===== src/rtl/led_frame_serializer_top_defines.svh =====
// assertion macros for the led frame serializer
`ifndef LED_FRAME_SERIALIZER_TOP_DEFINES_SVH
`define LED_FRAME_SERIALIZER_TOP_DEFINES_SVH

// same-cycle implication, checked out of reset
`define LFS_ASSERT_NOW(label, ante, cons, msg) \
    label: assert property (@(posedge clk) disable iff (!rst_n) (ante) |-> (cons)) \
        else $error(msg);

// next-cycle implication, checked out of reset
`define LFS_ASSERT_NEXT(label, ante, cons, msg) \
    label: assert property (@(posedge clk) disable iff (!rst_n) (ante) |=> (cons)) \
        else $error(msg);

`endif


===== src/rtl/lfs_pkg.sv =====
// shared types and constants for the led frame serializer
package lfs_pkg;

    localparam int CHANNELS_DEF   = 64;
    localparam int ROW_STRIDE_DEF = 8;
    localparam int ROW_COUNT_DEF  = 8;

    localparam int WORD_BITS = 12;
    localparam int BITPOS_W  = 4;
    localparam int COUNT_W   = 7;
    localparam int IDX_W     = 10;   // widest store index at the largest depth
    localparam int QDEPTH    = 2;

    typedef enum logic [1:0] {
        REQ_SET   = 2'd0,
        REQ_CLEAR = 2'd1,
        REQ_FLUSH = 2'd2,
        REQ_TICK  = 2'd3
    } req_t;

    typedef enum logic [1:0] {
        PH_IDLE  = 2'd0,
        PH_SHIFT = 2'd1,
        PH_LATCH = 2'd2
    } phase_t;

    localparam logic [1:0] ST_OK    = 2'd0;
    localparam logic [1:0] ST_RANGE = 2'd1;
    localparam logic [1:0] ST_BUSY  = 2'd2;

    typedef struct packed {
        req_t                   op;
        logic                   in_range;
        logic [IDX_W-1:0]       idx;
        logic [WORD_BITS-1:0]   value;
        logic [COUNT_W-1:0]     count;
    } cmd_t;

    typedef struct packed {
        logic pop;
        logic init_sweep;
    } back_ctl_t;

endpackage


===== src/rtl/lfs_front.sv =====
// front end: request decode and a short command queue
module lfs_front
    import lfs_pkg::*;
#(
    parameter int CHANNELS   = CHANNELS_DEF,
    parameter int ROW_STRIDE = ROW_STRIDE_DEF,
    parameter int ROW_COUNT  = ROW_COUNT_DEF
) (
    input  logic                 clk,
    input  logic                 rst_n,
    input  logic                 in_valid,
    output logic                 in_ready,
    input  logic [1:0]           req_type,
    input  logic [3:0]           col_x,
    input  logic [3:0]           row_y,
    input  logic [WORD_BITS-1:0] brightness,
    input  logic [COUNT_W-1:0]   word_count,
    input  back_ctl_t            back_ctl,
    output logic                 q_valid,
    output cmd_t                 q_cmd
);

    localparam int IDXS_W = IDX_W + 2;
    localparam int QPTR_W = $clog2(QDEPTH);
    localparam int QCNT_W = $clog2(QDEPTH + 1);

    logic signed [IDXS_W-1:0] idx_s;
    cmd_t                     cmd;
    logic                     push;

    cmd_t               queue_mem [QDEPTH];
    logic [QPTR_W-1:0]  wr_ptr_reg, wr_ptr_next;
    logic [QPTR_W-1:0]  rd_ptr_reg, rd_ptr_next;
    logic [QCNT_W-1:0]  count_reg, count_next;

    // signed store index, may fall below zero
    assign idx_s = IDXS_W'($signed({1'b0, col_x}) * ROW_STRIDE + ROW_COUNT
                           - $signed({1'b0, row_y}));

    always_comb
    begin
        cmd.op       = req_t'(req_type);
        cmd.in_range = (idx_s >= 0) && (idx_s < CHANNELS);
        cmd.idx      = idx_s[IDX_W-1:0];
        cmd.value    = brightness;
        if (int'(word_count) > CHANNELS)
        begin
            cmd.count = COUNT_W'(CHANNELS);
        end
        else
        begin
            cmd.count = word_count;
        end
    end

    assign in_ready = (count_reg < QCNT_W'(QDEPTH)) && !back_ctl.init_sweep;
    assign push     = in_valid && in_ready;
    assign q_valid  = (count_reg != '0);
    assign q_cmd    = queue_mem[rd_ptr_reg];

    always_comb
    begin
        wr_ptr_next = wr_ptr_reg;
        rd_ptr_next = rd_ptr_reg;
        count_next  = count_reg;
        if (push)
        begin
            wr_ptr_next = (wr_ptr_reg == QPTR_W'(QDEPTH - 1)) ? '0 : wr_ptr_reg + 1'b1;
        end
        if (back_ctl.pop)
        begin
            rd_ptr_next = (rd_ptr_reg == QPTR_W'(QDEPTH - 1)) ? '0 : rd_ptr_reg + 1'b1;
        end
        if (push && !back_ctl.pop)
        begin
            count_next = count_reg + 1'b1;
        end
        else if (!push && back_ctl.pop)
        begin
            count_next = count_reg - 1'b1;
        end
    end

    always_ff @(posedge clk or negedge rst_n)
    begin
        if (!rst_n)
        begin
            wr_ptr_reg <= '0;
            rd_ptr_reg <= '0;
            count_reg  <= '0;
        end
        else
        begin
            wr_ptr_reg <= wr_ptr_next;
            rd_ptr_reg <= rd_ptr_next;
            count_reg  <= count_next;
        end
    end

    always_ff @(posedge clk)
    begin
        if (push)
        begin
            queue_mem[wr_ptr_reg] <= cmd;
        end
    end

endmodule


===== src/rtl/lfs_back.sv =====
// back end: channel store, clear sweep, flush sequencer and result register
module lfs_back
    import lfs_pkg::*;
#(
    parameter int CHANNELS = CHANNELS_DEF
) (
    input  logic       clk,
    input  logic       rst_n,
    input  logic       q_valid,
    input  cmd_t       q_cmd,
    output back_ctl_t  back_ctl,
    output logic       out_valid,
    input  logic       out_ready,
    output logic       serial_data,
    output logic       shift_clock_pulse,
    output logic       latch_blank_pulse,
    output logic       busy_res,
    output logic [1:0] status
);

    localparam int AW = (CHANNELS > 1) ? $clog2(CHANNELS) : 1;

    logic [WORD_BITS-1:0] store_mem [CHANNELS];
    logic [WORD_BITS-1:0] rd_word_reg;

    phase_t               phase_reg, phase_next;
    logic [COUNT_W-1:0]   wp_reg, wp_next;
    logic [BITPOS_W-1:0]  bp_reg, bp_next;
    logic [COUNT_W-1:0]   wts_reg, wts_next;

    logic                 sweep_reg, sweep_next;
    logic                 init_reg, init_next;
    logic [AW-1:0]        sweep_ptr_reg, sweep_ptr_next;
    logic [WORD_BITS-1:0] sweep_val_reg, sweep_val_next;

    logic                 out_valid_reg, out_valid_next;
    logic                 data_reg, data_next;
    logic                 clk_pulse_reg, clk_pulse_next;
    logic                 latch_reg, latch_next;
    logic                 busy_reg, busy_next;
    logic [1:0]           status_reg, status_next;

    logic                 issue;
    logic                 busy_now;
    logic                 reject;
    logic                 do_flush;
    logic                 do_shift;
    logic                 do_latch;
    logic                 last_bit;
    logic                 last_word;
    logic [BITPOS_W-1:0]  bit_sel;
    logic                 mem_we;
    logic [AW-1:0]        mem_addr;
    logic [WORD_BITS-1:0] mem_wdata;

    assign issue     = q_valid && !sweep_reg && (!out_valid_reg || out_ready);
    assign busy_now  = (phase_reg != PH_IDLE);
    assign reject    = issue && (q_cmd.op != REQ_TICK) && busy_now;
    assign do_flush  = issue && (q_cmd.op == REQ_FLUSH) && !busy_now;
    assign do_shift  = issue && (q_cmd.op == REQ_TICK) && (phase_reg == PH_SHIFT);
    assign do_latch  = issue && (q_cmd.op == REQ_TICK) && (phase_reg == PH_LATCH);
    assign last_bit  = (bp_reg == BITPOS_W'(WORD_BITS - 1));
    assign last_word = ((wp_reg + 1'b1) >= wts_reg);
    assign bit_sel   = BITPOS_W'(WORD_BITS - 1) - bp_reg;

    assign back_ctl.pop        = issue;
    assign back_ctl.init_sweep = init_reg;

    // flush phase
    always_comb
    begin
        phase_next = phase_reg;
        unique case (phase_reg)
            PH_IDLE:
            begin
                if (do_flush)
                begin
                    phase_next = (q_cmd.count != '0) ? PH_SHIFT : PH_LATCH;
                end
            end
            PH_SHIFT:
            begin
                if (do_shift && last_bit && last_word)
                begin
                    phase_next = PH_LATCH;
                end
            end
            PH_LATCH:
            begin
                if (do_latch)
                begin
                    phase_next = PH_IDLE;
                end
            end
            default:
            begin
                phase_next = PH_IDLE;
            end
        endcase
    end

    // datapath, store writes and result fields
    always_comb
    begin
        wp_next        = wp_reg;
        bp_next        = bp_reg;
        wts_next       = wts_reg;
        sweep_next     = sweep_reg;
        init_next      = init_reg;
        sweep_ptr_next = sweep_ptr_reg;
        sweep_val_next = sweep_val_reg;
        mem_we         = 1'b0;
        mem_addr       = sweep_ptr_reg;
        mem_wdata      = sweep_val_reg;

        data_next      = data_reg;
        clk_pulse_next = clk_pulse_reg;
        latch_next     = latch_reg;
        busy_next      = busy_reg;
        status_next    = status_reg;
        out_valid_next = out_valid_reg && !out_ready;

        if (sweep_reg)
        begin
            mem_we = 1'b1;
            if (sweep_ptr_reg == AW'(CHANNELS - 1))
            begin
                sweep_next     = 1'b0;
                init_next      = 1'b0;
                sweep_ptr_next = '0;
            end
            else
            begin
                sweep_ptr_next = sweep_ptr_reg + 1'b1;
            end
        end

        if (issue)
        begin
            out_valid_next = 1'b1;
            data_next      = 1'b0;
            clk_pulse_next = 1'b0;
            latch_next     = 1'b0;
            busy_next      = 1'b0;
            status_next    = ST_OK;
            if (reject)
            begin
                busy_next   = 1'b1;
                status_next = ST_BUSY;
            end
            else
            begin
                unique case (q_cmd.op)
                    REQ_SET:
                    begin
                        if (q_cmd.in_range)
                        begin
                            mem_we    = 1'b1;
                            mem_addr  = AW'(q_cmd.idx);
                            mem_wdata = q_cmd.value;
                        end
                        else
                        begin
                            status_next = ST_RANGE;
                        end
                    end
                    REQ_CLEAR:
                    begin
                        sweep_next     = 1'b1;
                        sweep_ptr_next = '0;
                        sweep_val_next = q_cmd.value;
                    end
                    REQ_FLUSH:
                    begin
                        wts_next  = q_cmd.count;
                        wp_next   = '0;
                        bp_next   = '0;
                        busy_next = 1'b1;
                    end
                    REQ_TICK:
                    begin
                        if (do_shift)
                        begin
                            data_next      = rd_word_reg[bit_sel];
                            clk_pulse_next = 1'b1;
                            busy_next      = 1'b1;
                            if (last_bit)
                            begin
                                bp_next = '0;
                                wp_next = wp_reg + 1'b1;
                            end
                            else
                            begin
                                bp_next = bp_reg + 1'b1;
                            end
                        end
                        else if (do_latch)
                        begin
                            latch_next = 1'b1;
                            wp_next    = '0;
                            bp_next    = '0;
                        end
                    end
                    default:
                    begin
                        status_next = ST_OK;
                    end
                endcase
            end
        end
    end

    always_ff @(posedge clk or negedge rst_n)
    begin
        if (!rst_n)
        begin
            phase_reg     <= PH_IDLE;
            wp_reg        <= '0;
            bp_reg        <= '0;
            wts_reg       <= '0;
            sweep_reg     <= 1'b1;
            init_reg      <= 1'b1;
            sweep_ptr_reg <= '0;
            sweep_val_reg <= '0;
            out_valid_reg <= 1'b0;
        end
        else
        begin
            phase_reg     <= phase_next;
            wp_reg        <= wp_next;
            bp_reg        <= bp_next;
            wts_reg       <= wts_next;
            sweep_reg     <= sweep_next;
            init_reg      <= init_next;
            sweep_ptr_reg <= sweep_ptr_next;
            sweep_val_reg <= sweep_val_next;
            out_valid_reg <= out_valid_next;
        end
    end

    always_ff @(posedge clk)
    begin
        data_reg      <= data_next;
        clk_pulse_reg <= clk_pulse_next;
        latch_reg     <= latch_next;
        busy_reg      <= busy_next;
        status_reg    <= status_next;
    end

    // store: one write port, registered read that follows the word pointer
    always_ff @(posedge clk)
    begin
        if (mem_we)
        begin
            store_mem[mem_addr] <= mem_wdata;
        end
        rd_word_reg <= store_mem[AW'(wp_next)];
    end

    assign out_valid         = out_valid_reg;
    assign serial_data       = data_reg;
    assign shift_clock_pulse = clk_pulse_reg;
    assign latch_blank_pulse = latch_reg;
    assign busy_res          = busy_reg;
    assign status            = status_reg;

endmodule


===== src/rtl/led_frame_serializer_top.sv =====
// top level of the led frame serializer
//
// channel   dir  handshake            payload
// request   in   in_valid / in_ready  req_type col_x row_y brightness word_count
// result    out  out_valid / out_ready serial_data shift_clock_pulse
//                                     latch_blank_pulse busy_res status
//
// one result per request; ticks stream at one bit per cycle while results drain
// a clear request writes the store one word a cycle while later requests wait
// in the queue
// after reset the same sweep zeroes the store, with in_ready low throughout
// a stalled result register stops the back end; the two-entry queue keeps
// taking requests meanwhile until it is full
module led_frame_serializer_top
    import lfs_pkg::*;
#(
    parameter int CHANNELS   = CHANNELS_DEF,
    parameter int ROW_STRIDE = ROW_STRIDE_DEF,
    parameter int ROW_COUNT  = ROW_COUNT_DEF
) (
    input  logic                 clk,
    input  logic                 rst_n,
    input  logic                 in_valid,
    output logic                 in_ready,
    input  logic [1:0]           req_type,
    input  logic [3:0]           col_x,
    input  logic [3:0]           row_y,
    input  logic [WORD_BITS-1:0] brightness,
    input  logic [COUNT_W-1:0]   word_count,
    output logic                 out_valid,
    input  logic                 out_ready,
    output logic                 serial_data,
    output logic                 shift_clock_pulse,
    output logic                 latch_blank_pulse,
    output logic                 busy_res,
    output logic [1:0]           status
);

`include "led_frame_serializer_top_defines.svh"

    // decoded requests waiting for the back end
    logic      q_valid;
    cmd_t      q_cmd;
    back_ctl_t back_ctl;

    // front: index math, count saturation, queue
    lfs_front #(
        .CHANNELS   (CHANNELS),
        .ROW_STRIDE (ROW_STRIDE),
        .ROW_COUNT  (ROW_COUNT)
    ) u_front (
        .clk        (clk),
        .rst_n      (rst_n),
        .in_valid   (in_valid),
        .in_ready   (in_ready),
        .req_type   (req_type),
        .col_x      (col_x),
        .row_y      (row_y),
        .brightness (brightness),
        .word_count (word_count),
        .back_ctl   (back_ctl),
        .q_valid    (q_valid),
        .q_cmd      (q_cmd)
    );

    // back: store, flush sequencer, result register
    lfs_back #(
        .CHANNELS (CHANNELS)
    ) u_back (
        .clk               (clk),
        .rst_n             (rst_n),
        .q_valid           (q_valid),
        .q_cmd             (q_cmd),
        .back_ctl          (back_ctl),
        .out_valid         (out_valid),
        .out_ready         (out_ready),
        .serial_data       (serial_data),
        .shift_clock_pulse (shift_clock_pulse),
        .latch_blank_pulse (latch_blank_pulse),
        .busy_res          (busy_res),
        .status            (status)
    );

    // the back end never takes from an empty queue
    `LFS_ASSERT_NOW(a_pop_needs_entry, back_ctl.pop, q_valid, "pop from empty queue")

    // no request enters while the store is still being zeroed
    `LFS_ASSERT_NOW(a_init_blocks_input, back_ctl.init_sweep, !in_ready, "request during init")

    // a result taken with no new command behind it leaves the output empty
    `LFS_ASSERT_NEXT(a_out_drains, out_valid && out_ready && !back_ctl.pop, !out_valid,
        "result repeated")

    // data bits only travel with a shift clock, never with the latch pulse
    `LFS_ASSERT_NOW(a_pulse_exclusive, out_valid && (serial_data || latch_blank_pulse),
        !(shift_clock_pulse && latch_blank_pulse) && (!serial_data || shift_clock_pulse),
        "bad pulse combination")

endmodule


===== config.mk =====
export PLATFORM = sky130hd
export DESIGN_NAME = led_frame_serializer_top
export DESIGN_NICKNAME = d
export VERILOG_FILES = /design/src/rtl/lfs_pkg.sv /design/src/rtl/lfs_front.sv /design/src/rtl/lfs_back.sv /design/src/rtl/led_frame_serializer_top.sv
export VERILOG_INCLUDE_DIRS = /design/src /design/src/rtl
export SDC_FILE = /design/constraint.sdc
export NUM_CORES = 1
export LEC_CHECK = 0
export BUFFER_PORTS_ARGS = -buffer_cell sky130_fd_sc_hd__buf_2
export CELL_PAD_IN_SITES_DETAIL_PLACEMENT = 0
export CELL_PAD_IN_SITES_GLOBAL_PLACEMENT = 1
export CORE_MARGIN = 8
export CORE_UTILIZATION = 32
export CTS_BUF_LIST = sky130_fd_sc_hd__clkbuf_2
export CTS_CLUSTER_DIAMETER = 50
export CTS_CLUSTER_SIZE = 14
export DETAILED_ROUTE_END_ITERATION = 12
export GPL_ROUTABILITY_DRIVEN = 0
export PLACE_DENSITY = 0.56
export SYNTH_ARGS = -nofsm -noshare
export SYNTH_HDL_FRONTEND = slang
export SYNTH_SLANG_ARGS = --single-unit

===== constraint.sdc =====
create_clock -name clk -period 6.43 [get_ports clk]
set_input_delay 0.643 -clock clk [delete_from_list [all_inputs] [get_ports clk]]
set_output_delay 0.643 -clock clk [all_outputs]
set_load 0.005 [all_outputs]

# Yosys cells after proc, flatten, opt, wreduce, memory -nomap -nowiden

Memories as Yosys holds them, arrays and structs flattened. A register that Yosys moved wholly into a read port is not among the register bits.
Index checks and enable logic that the tools add are counted.
W data, S select, Z words.

Bitwise gates (word level): 4
Reduce and logical (&&, ||, !) cells: 42
Order comparisons: 6
Muxes and demuxes: 55
Equality and inequality tests: 13
$add $sub $neg: 10

Operators with widths:

| operator              | count |
|---|---|
| $mux W6               | 11 |
| $mux W12              | 4 |
| $mux W7               | 4 |
| $mux W1               | 21 |
| $logic_and A1 B1 Y1   | 17 |
| $mux W2               | 7 |
| $pmux W7 S2           | 1 |
| $ge A12 B1 Y1 const B | 1 |
| $lt A12 B8 Y1 const B | 1 |
| $mux W4               | 3 |
| $reduce_and A3 Y1     | 3 |
| $sub A8 B4 Y9         | 1 |
| $add A7 B4 Y8 const B | 1 |
| $pmux W4 S2           | 1 |
| $reduce_bool A2 Y1    | 4 |
| $add A7 B1 Y7 const B | 1 |
| $ge A7 B7 Y1          | 1 |
| $gt A7 B7 Y1 const B  | 1 |
| $logic_not A1 Y1      | 7 |
| $reduce_bool A7 Y1    | 1 |
| $add A6 B1 Y6 const B | 1 |
| $eq A2 B2 Y1 const B  | 3 |
| $eq A6 B6 Y1 const B  | 1 |
| $pmux W2 S3           | 1 |
| 23 further kinds      | 33 |

Register bits: 51
Word-level logic and storage cells: 151
Output and inout port bits: 8
Bits in writable memories: 832
Memories: 2
Bits of input ports: 33

Memories:

| name              | depth | width | rd ports | clocked after memory_dff | wr ports | line            | RTL |
|---|---|---|---|---|---|---|---|
| u_back.store_mem  | 64    | 12    | 1        | 1                        | 1        | lfs_back.sv:23  | `logic [WORD_BITS-1:0] store_mem [CHANNELS];` |
| u_front.queue_mem | 2     | 32    | 1        | 0                        | 1        | lfs_front.sv:31 | `cmd_t queue_mem [QDEPTH];` |

# Depth between registers and ports, before layout

Gate-level depths: netlist (run 1).

Depth in word-level cells: 10
Mapped depth: 15
Depth with buffers taken out: 12

# Modules after synthesis

Synthesis (run 1) repeated with hierarchy kept, for this count alone.

Cell total of the unflattened synthesis: 2681
Area total of the unflattened synthesis: 36697.7 um^2

Modules (own cells, without submodules):

| module    | sequential area each (um^2) | cells each | times used | area each (um^2) |
|---|---|---|---|---|
| lfs_back  | 24511.0                     | 2524       | 1          | 33967.6 |
| lfs_front | 1961.9                      | 157        | 1          | 2730.1 |

# Worst setup path after synthesis (run 1)

OpenSTA, ideal clock, no wires.

Kind: input-to-reg
From: input port out_ready
To: memory u_back.store_mem[0][10] (data pin)
Cell stages on the path: 7
Setup slack: 1.180 ns
Buffers on the path: 3
Required time: 5.728 ns
Arrival time: 4.548 ns
Setup time: 0.702 ns
Path through: nor2b_1 > nor2_1 > o211ai_1 > clkbuf_1 > clkbuf_1 > clkbuf_1 > o21ai_0

Cells in the longest elaborated chain, start to end: 6

Ends and longest elaborated chain:

| element                           | line                           | RTL |
|---|---|---|
| from (decl)                       | led_frame_serializer_top.sv:31 | `input logic out_ready,` |
| $logic_or A1 B1 Y1 *              | lfs_back.sv:56                 | `assign issue = q_valid && !sweep_reg && (!out_valid_reg \|\| out_ready);` |
| $logic_and A1 B1 Y1 *             | lfs_back.sv:56                 |  |
| $logic_and A1 B1 Y1 (2 in series) | lfs_back.sv:58                 | `assign reject = issue && (q_cmd.op != REQ_TICK) && busy_now;` |
| $mux W12                          | lfs_back.sv:146                | `if (reject)` |
| $mux W12 *                        | lfs_back.sv:138                | `if (issue)` |
| net u_back.mem_wdata[10]          | lfs_back.sv:54                 | `logic [WORD_BITS-1:0] mem_wdata;` |
| to (decl)                         | lfs_back.sv:23                 |  |

The timed path passes the listed nets; every way through them passes the cells marked *.

# Worst setup path in the final report (run 1)

From: register u_front.rd_ptr_reg
To: register u_back.rd_word_reg[6], read port of u_back.store_mem

Cells in the longest elaborated chain, start to end: 9
Elaborated cells on any way between the ends: 14
Classes of those cells: 3 x eq/ne; 5 x mux; 5 x reduce/logical; 1 x memory

Ends and longest elaborated chain:

| element                | line                                            | RTL |
|---|---|---|
| from (decl)            | lfs_front.sv:33                                 | `logic [QPTR_W-1:0] rd_ptr_reg, rd_ptr_next;` |
| from (signal assigned) | lfs_front.sv:95                                 | `rd_ptr_reg <= rd_ptr_next;` |
| $mem_v2 Z2 W32 *       | n/a                                             |  |
| $eq A2 B2 Y1           | lfs_back.sv:60, lfs_back.sv:61, lfs_back.sv:153 |  |
| $logic_and A1 B1 Y1    | lfs_back.sv:60, lfs_back.sv:61                  |  |
| $logic_and A1 B1 Y1    | lfs_back.sv:61                                  | `assign do_latch = issue && (q_cmd.op == REQ_TICK) && (phase_reg == PH_LATCH);` |
| $mux W7                | lfs_back.sv:197                                 | `else if (do_latch)` |
| $mux W7                | lfs_back.sv:182                                 | `if (do_shift)` |
| $pmux W7 S2            | lfs_back.sv:153                                 | `unique case (q_cmd.op)` |
| $mux W6 *              | lfs_back.sv:146                                 |  |
| $mux W6 *              | lfs_back.sv:138                                 |  |
| to (decl)              | lfs_back.sv:24                                  | `logic [WORD_BITS-1:0] rd_word_reg;` |

Every way passes the cells marked *; elsewhere a longest branch is shown, timed or not. The select of a mux whose other input is x is not followed.
A chain may end at the register's enable or synchronous reset.

==> results of run 1 <==
[worst max path at each step]
stage	startpoint	endpoint	slack, ps	depth (start not counted)
after floorplan	out_ready	u_back.store_mem[0][10]	1180	7
after global placement	out_ready	u_back.rd_word_reg[6]	1460	12
after detailed placement	out_ready	u_back.rd_word_reg[6]	1420	12
after CTS	u_front.rd_ptr_reg	u_back.rd_word_reg[6]	1460	11
after global routing	u_back.bp_reg[0]	u_back.rd_word_reg[6]	1290	12
final	u_front.rd_ptr_reg	u_back.rd_word_reg[6]	1510	11
[layout make-up]
| cell class | count | area (sq um) |
|---|---|---|
| fillers | 10592 | 70760 |
| flip-flops and latches | 887 | 26290 |
| multi-input cells | 1085 | 8559 |
| well taps | 1488 | 1862 |
| repair buffers | 179 | 1421 |
| clock inverters | 63 | 673.1 |
| clock buffers | 103 | 515.5 |
| inverters | 32 | 127.6 |
| diodes | 1 | 2.502 |
[layout by cell type (no fill, tap or decap), types with 10 or more instances in the layout]
cell,synthesis,final
and4_1,10,10
buf_2,30,40
o2111ai_1,11,11
o21ai_4,0,12
xnor2_1,11,11
a311oi_1,11,11
dfrtp_1,43,42
edfxtp_1,830,830
clkbuf_2,0,103
and3_1,23,23
nand2_1,175,175
bufinv_16,0,10
o22ai_1,89,89
nand3_1,48,48
nor2_1,101,95
ha_1,20,20
inv_1,29,29
mux4_2,75,75
o21ai_0,84,72
buf_4,15,84
dlygate4sd3_1,0,51
clkinv_1,0,13
clkinvlp_4,0,12
dfxtp_1,12,12
a21oi_1,32,32
a211oi_1,22,22
and2_1,12,10
a22oi_1,21,21
mux2i_1,212,212
[synthesized netlist by cell type (11+ instances only)]
master,number
a211oi_1,22
a21oi_1,32
a22oi_1,21
a311oi_1,11
and2_1,12
and3_1,23
buf_1,13
buf_2,30
buf_4,15
clkbuf_1,43
dfrtp_1,43
dfxtp_1,12
edfxtp_1,830
ha_1,20
inv_1,29
mux2i_1,212
mux4_2,75
nand2_1,175
nand3_1,48
nor2_1,101
o2111ai_1,11
o21ai_0,84
o22ai_1,89
xnor2_1,11
[power groups by stage]
stage | Combinational [mW] | Sequential [mW] | Clock (mW)
after floorplan | 0.0160 | 6.35 | 0
after global placement | 0.0372 | 6.35 | 0
after detailed placement | 0.0387 | 6.35 | 0
after CTS | 0.0642 | 6.22 | 3.07
after global routing | 0.0710 | 6.22 | 3.27
final | 0.0629 | 6.22 | 2.95
[metrics by stage]
stage,setup WS (ps),util,area [sq um]
5_1_grt,1290,0.3580,39460
6_report,1513,0.3580,39460
3_5_place_dp,1416,0.3426,37750
3_3_place_gp,1456,0.3426,37750
4_1_cts,1460,0.3580,39450
2_1_floorplan,1180,-,35380
[repair_timing]
item                                   CTS  global route
hold buffers                            51             0
resized for setup                        0             0
endpoints found under the hold margin  150             0
[worst max-delay path, stage by stage (launching register included)]
cell and delay [ps]:
dfrtp_2 680, mux2i_1 180, or3_1 460, o21ai_0 250, a21o_4 330, clkinv_4 430
nand3_2 710, buf_4 420, o22ai_1 140, o21ai_0 630, and4_1 400, o2111ai_1 150
[cell families (layout without fill, tap and decap cells)]
kind of cell | count (synthesis) | after routing | synth area share
adders and majority gates | 20 | 20 | 0.007073
other | 0 | 1 | 0
buffers and inverters | 142 | 377 | 0.01977
DFF | 887 | 887 | 0.7432
xor gates and xnor gates | 17 | 17 | 0.004209
and+or+nand+nor | 432 | 432 | 0.05744
muxes | 288 | 288 | 0.1080
AOI/OAI and AO/OA | 328 | 328 | 0.06027
[per-layer routing]
layer  global-route usage  vias to the layer above  wire, um
met2               0.2492                      494     44740
met4              0.03708                        0      1722
met5                    0                        -         0
met1               0.2019                    10039     40420
met3              0.02447                      120      4852
li1                     -                     8689         -
==> impl_results.md, run 1 <==
- Post-Syn Area: 35380 sq um
- Worst slew margin: 0.1553
- Post-CTS Setup Bufs: 0
- Dominant cells by area after synthesis: edfxtp_1 (70%), mux2i_1 (6.0%), mux4_2 (4.8%), dfrtp_1 (3.0%), nand2_1 (1.9%)
- Starting DRT DRC Count: 1677
- Syn_area_per_cell: 16.73 sq um
- Die height: 348.5 um
- Final non-filler cell total: 3838
- RSZ-0062 raised after global routing: false
- CP max FO: 44
- GRT Total Usage: 0.1488
- Post-synth EDFFs: 830
- Library cells used by synthesis: 76
- Kind of start point of the critical path: register
- Worst Skew: 125.8 ps
- Clock-pin slew on the worst setup and hold paths: 230 ps
- Nets@finish: 2331
- Async SR Flop Fraction: 0.05073
- Net Sw Frac: 0.2211
- Remaining antenna violation count after routing: 0
- Core Footprint: 110200 sq um
- GR Overflow Total: 0
- Number of remaining DRC errors: 0
- H-Tree Depth: 3
- IO Pins: 41
- Setup_tns: 0 ps
- Seq pwr share: 0.674
- Clock tree buffer depth: 3
- Mapped Cells: 2114
- Area Overhead vs Synth: 11.53%
- Top flop regs: u_back.store_mem x768, u_front.queue_mem x56
- Root buf cell: clkbuf_2
- DP HPWL: 57.67 mm
- Dpl cells: 3620
- Worst Reg-to-Reg Cells: 11
- Largest net degree at the start of global routing: 116
- Critical Path AT: 6070 ps
- Status: complete, no violations
- HP Start: word_count[6]
- Final period utilization: 0.7648
- Largest register by flop count: u_back.store_mem
- Final hold violation count: 0
- Initial core utilization: 0.3210
- Warnings, synthesis: 0
- Post-synthesis sequential element count: 887
- Power Internal: 7.192 mW
- CTS tree: built
- Logic pwr share: 0.007
- Number of core rows: 122
- Synth Flop Type: edfxtp_1
- Antenna violations before repair: 7
- Top-area cell type share of the netlist area: 0.7045
- Hold_ws: 210.4 ps
- Register area share after synthesis: 0.7432
- Final wirelength: 91.74 mm
- Worst-margin pin slew: 1262 ps
- Port bufs: 40
- Synth area leader: edfxtp_1
- Final Setup Violations: 0
- Hold Crit Class: input port to register
- Vias per Instance: 5.040
- Maximum capacitance violations: 0
- First-pass GRT wire length: 135.9 mm
- Hold Path Cell Cnt: 2
- Reg2reg setup slack: 1510 ps
- Crit end category: register
- 1st-pass router iterations: 5
- Avg WL per Cell: 23.90 um
- F_max: 0.2034 GHz
- Final Slew Violations: 0
- Die span in x: 348.5 um
- Critical Path RT: 7590 ps
- TritonCTS buffer count: 93
- Largest register FFs: 768
- Crit Path Category: register to register
- Crit Reg-Reg Startpoint: u_front.rd_ptr_reg
- Mapped Nets: 2167
- Switching power: 2.042 mW
- Skew-Pair Late Insertion Delay: 1310 ps
- Leak Pwr: 12.47 nW
- Power density over cell area: 234.0 nW/um^2
- WHS Endpoint: u_front.queue_mem[1][6]
- FF-to-FF End: u_back.rd_word_reg[6]
- VDD IR-drop max: 0.0001464 V
- Fraction of layout cells with a size suffix above 1: 0.1707
- Post-route minimum period: 4917 ps
- CTS sink count: 887
- Clk pwr share: 0.319
- Via count: 19342
- Die Footprint: 121500 sq um
- Power Total: 9.233 mW
- Vias in the first global route: 19812
Note: power is estimated with default switching activity, not from simulation.
==> inputs of run 2 (changes only) <==
- clock period: 6.43 -> 4.7 ns (I/O delays scaled with it)
==> run 2 against run 1 <==
Compared with the run above: sequential cell count did not move; wire length up 1.6%; global-route usage up 0.12 points; die area unchanged; clock skew shrank 8.1 ps; register-to-register slack lost 1200 ps; utilization rose by 0.45 points.
==> impl_results.md, run 2 (synthesis results as in run 1) <==
- TritonCTS buffer count: 96 (was 93)
- Largest register by flop count: u_back.store_mem (unchanged)
- Met1 GRT Util: 0.2030 (was 0.2019)
- Critical Path AT: 5510 ps (was 6070 ps)
- Final period utilization: 0.9371 (was 0.7648)
- Final Setup Violations: 0 (unchanged)
- Final hold violation count: 0 (unchanged)
- Kind of start point of the critical path: register (unchanged)
- Number of remaining DRC errors: 0 (unchanged)
- Avg WL per Cell: 23.92 um (was 23.90 um)
- Area Overhead vs Synth: 12.91% (was 11.53%)
- Met2 Use GR: 0.2521 (was 0.2492)
- Vias per Instance: 5.061 (was 5.040)
- F_max: 0.2270 GHz (was 0.2034 GHz)
- Maximum capacitance violations: 0 (unchanged)
- Critical Path RT: 5810 ps (was 7590 ps)
- Final non-filler cell total: 3897 (was 3838)
- Multi-input logic area: 8533 sq um (was 8559 sq um)
- VDD IR-drop max: 0.0001570 V (was 0.0001464 V)
- Die Footprint: 121500 sq um (unchanged)
- Remaining antenna violation count after routing: 0 (unchanged)
- Root buf cell: clkbuf_2 (unchanged)
- Power Total: 12.64 mW (was 9.233 mW)
- Clock-pin slew on the worst setup and hold paths: 230 ps (about the same)
- Fillcell total: 10516 (was 10592)
- Layout Utilization: 0.3624 (was 0.3580)
- Top flop regs: u_back.store_mem x768, u_front.queue_mem x56 (unchanged)
- Place WS: 344.6 ps (was 1416 ps)
- 1st-pass router iterations: 5 (unchanged)
- CTS tree: built (unchanged)
- Final wirelength: 93.24 mm (was 91.74 mm)
- Worst slew margin: 0.1215 (was 0.1553)
- Final Slew Violations: 0 (unchanged)
- CP max FO: 27 (was 44)
- Post-route minimum period: 4404 ps (was 4917 ps)
- CTS sink count: 887 (unchanged)
- Vias in the first global route: 20080 (was 19812)
- Crit end category: register (unchanged)
- Worst Skew: 117.7 ps (was 125.8 ps)
- Cts repair resizes: 0 (unchanged)
- Skew-Pair Late Insertion Delay: 1260 ps (was 1310 ps)
- Leak Pwr: 12.78 nW (was 12.47 nW)
- HP Start: col_x[3] (was word_count[6])
- Status: complete, no violations (unchanged)
- Antenna violations before repair: 3 (was 7)
- Core Footprint: 110200 sq um (unchanged)
- Worst-margin pin slew: 1313 ps (was 1262 ps)
- Die height: 348.5 um (unchanged)
- Most frequent cells in the layout: edfxtp_1 (830), mux2i_1 (212), nand2_1 (175) (unchanged)
- First-pass GRT wire length: 136.7 mm (was 135.9 mm)
- Nets@finish: 2386 (was 2331)
- Busiest grt layer: met2 (unchanged)
- Crit Reg-Reg Startpoint: u_back.bp_reg[1] (was u_front.rd_ptr_reg)
- IO Pins: 41 (unchanged)
- Most common cell after layout, fill and taps aside: edfxtp_1 (unchanged)
- Met3 Usage GRT: 0.02000 (was 0.02447)
- Largest register FFs: 768 (unchanged)
- Worst Reg-to-Reg Cells: 11 (unchanged)
- Setup_tns: 0 ps (unchanged)
- Starting DRT DRC Count: 1890 (was 1677)
- Via count: 19721 (was 19342)
- Die span in x: 348.5 um (unchanged)
- Power density over cell area: 316.4 nW/um^2 (was 234.0 nW/um^2)
- WHS Endpoint: u_front.queue_mem[0][29] (was u_front.queue_mem[1][6])
- Hold Path Cell Cnt: 4 (was 2)
- GR Overflow Total: 0 (unchanged)
- Register area: 26290 sq um (unchanged)
- Initial core utilization: 0.3210 (unchanged)
- Hold Crit Class: input port to register (unchanged)
- GRT Total Usage: 0.1500 (was 0.1488)
- H-Tree Depth: 3 (unchanged)
- RSZ-0062 raised after global routing: false (unchanged)
- Clock tree buffer depth: 3 (unchanged)
- Reg2reg setup slack: 300 ps (was 1510 ps)
- Final WS setup: 295.6 ps (was 1513 ps)
- Port bufs: 40 (unchanged)
- Largest net degree at the start of global routing: 72 (was 116)
- DP HPWL: 60.52 mm (was 57.67 mm)
- FF-to-FF End: u_back.rd_word_reg[11] (was u_back.rd_word_reg[6])
- Fraction of layout cells with a size suffix above 1: 0.1854 (was 0.1707)
- Crit Path Category: register to register (unchanged)
- Dpl cells: 3661 (was 3620)
- Number of core rows: 122 (unchanged)
-- run 2: cell count changes in the layout (fill, tap and decap cells not counted), moves of 3 or more --
cell,previous run,this run
dlygate4sd3_1,51,61
nor2_2,6,1
nor2_1,95,100
clkinv_1,13,9
buf_12,4,11
clkbuf_2,103,111
inv_6,4,10
clkinv_2,7,10
inv_2,4,1
buf_4,84,118
-- run 2: cell type report --
| class | count | share of cell area |
|---|---|---|
| clock buffer | 111 | 0.01391 |
| antenna | 3 | 0.0001879 |
| clock inverter | 60 | 0.01597 |
| timing repair buffer | 231 | 0.04827 |
| inverter | 32 | 0.003195 |
| sequential | 887 | 0.6582 |
| tap | 1488 | 0.04661 |
| multi-input combinational | 1085 | 0.2136 |
-- run 2: critical path, stage by stage (launching register included) --
cell	delay [ps]
dfrtp_1	500
ha_1	310
and4b_1	280
a22oi_1	90
a32oi_1	700
and2_2	330
inv_4	140
nand3_2	500
buf_4	300
o22ai_1	100
a211oi_1	810
o2111ai_1	200
-- run 2: worst max-delay path by stage --
| stage | cells after the start | end | start |
|---|---|---|---|
| floorplan | 8 | u_back.store_mem[0][10] | u_back.sweep_reg |
| global placement | 12 | u_back.rd_word_reg[1] | u_front.rd_ptr_reg |
| detailed placement | 12 | u_back.rd_word_reg[11] | u_front.rd_ptr_reg |
| CTS | 11 | u_back.rd_word_reg[4] | u_back.bp_reg[1] |
| global route | 11 | u_back.rd_word_reg[5] | u_back.bp_reg[0] |
| finish | 11 | u_back.rd_word_reg[11] | u_back.bp_reg[1] |
-- run 2: metrics by stage --
step	cell area (sq um)	hold slack, ps
6_report	39950	356.4
5_1_grt	39940	254.9
4_1_cts	39930	136.0
3_5_place_dp	38120	470.7
3_3_place_gp	38120	461.6
2_1_floorplan	35380	174.4
-- run 2: what timing repair did --
action                                 CTS  global route
hold buffers                            61             0
endpoints found under the hold margin  172             0
buffers inserted                         0             0
-- run 2: layer usage --
layer	part of all wire	routed length [um]
met1	0.44	41160
met2	0.49	45350
met3	0.048	4506
met4	0.024	2219
met5	0	0
-- run 2: report_power, final --
part | internal [mW] | switching, mW
Combinational | 0.0557 | 0.0365
Sequential | 8.51 | 0.0000000000000000236
Clock | 1.27 | 2.77
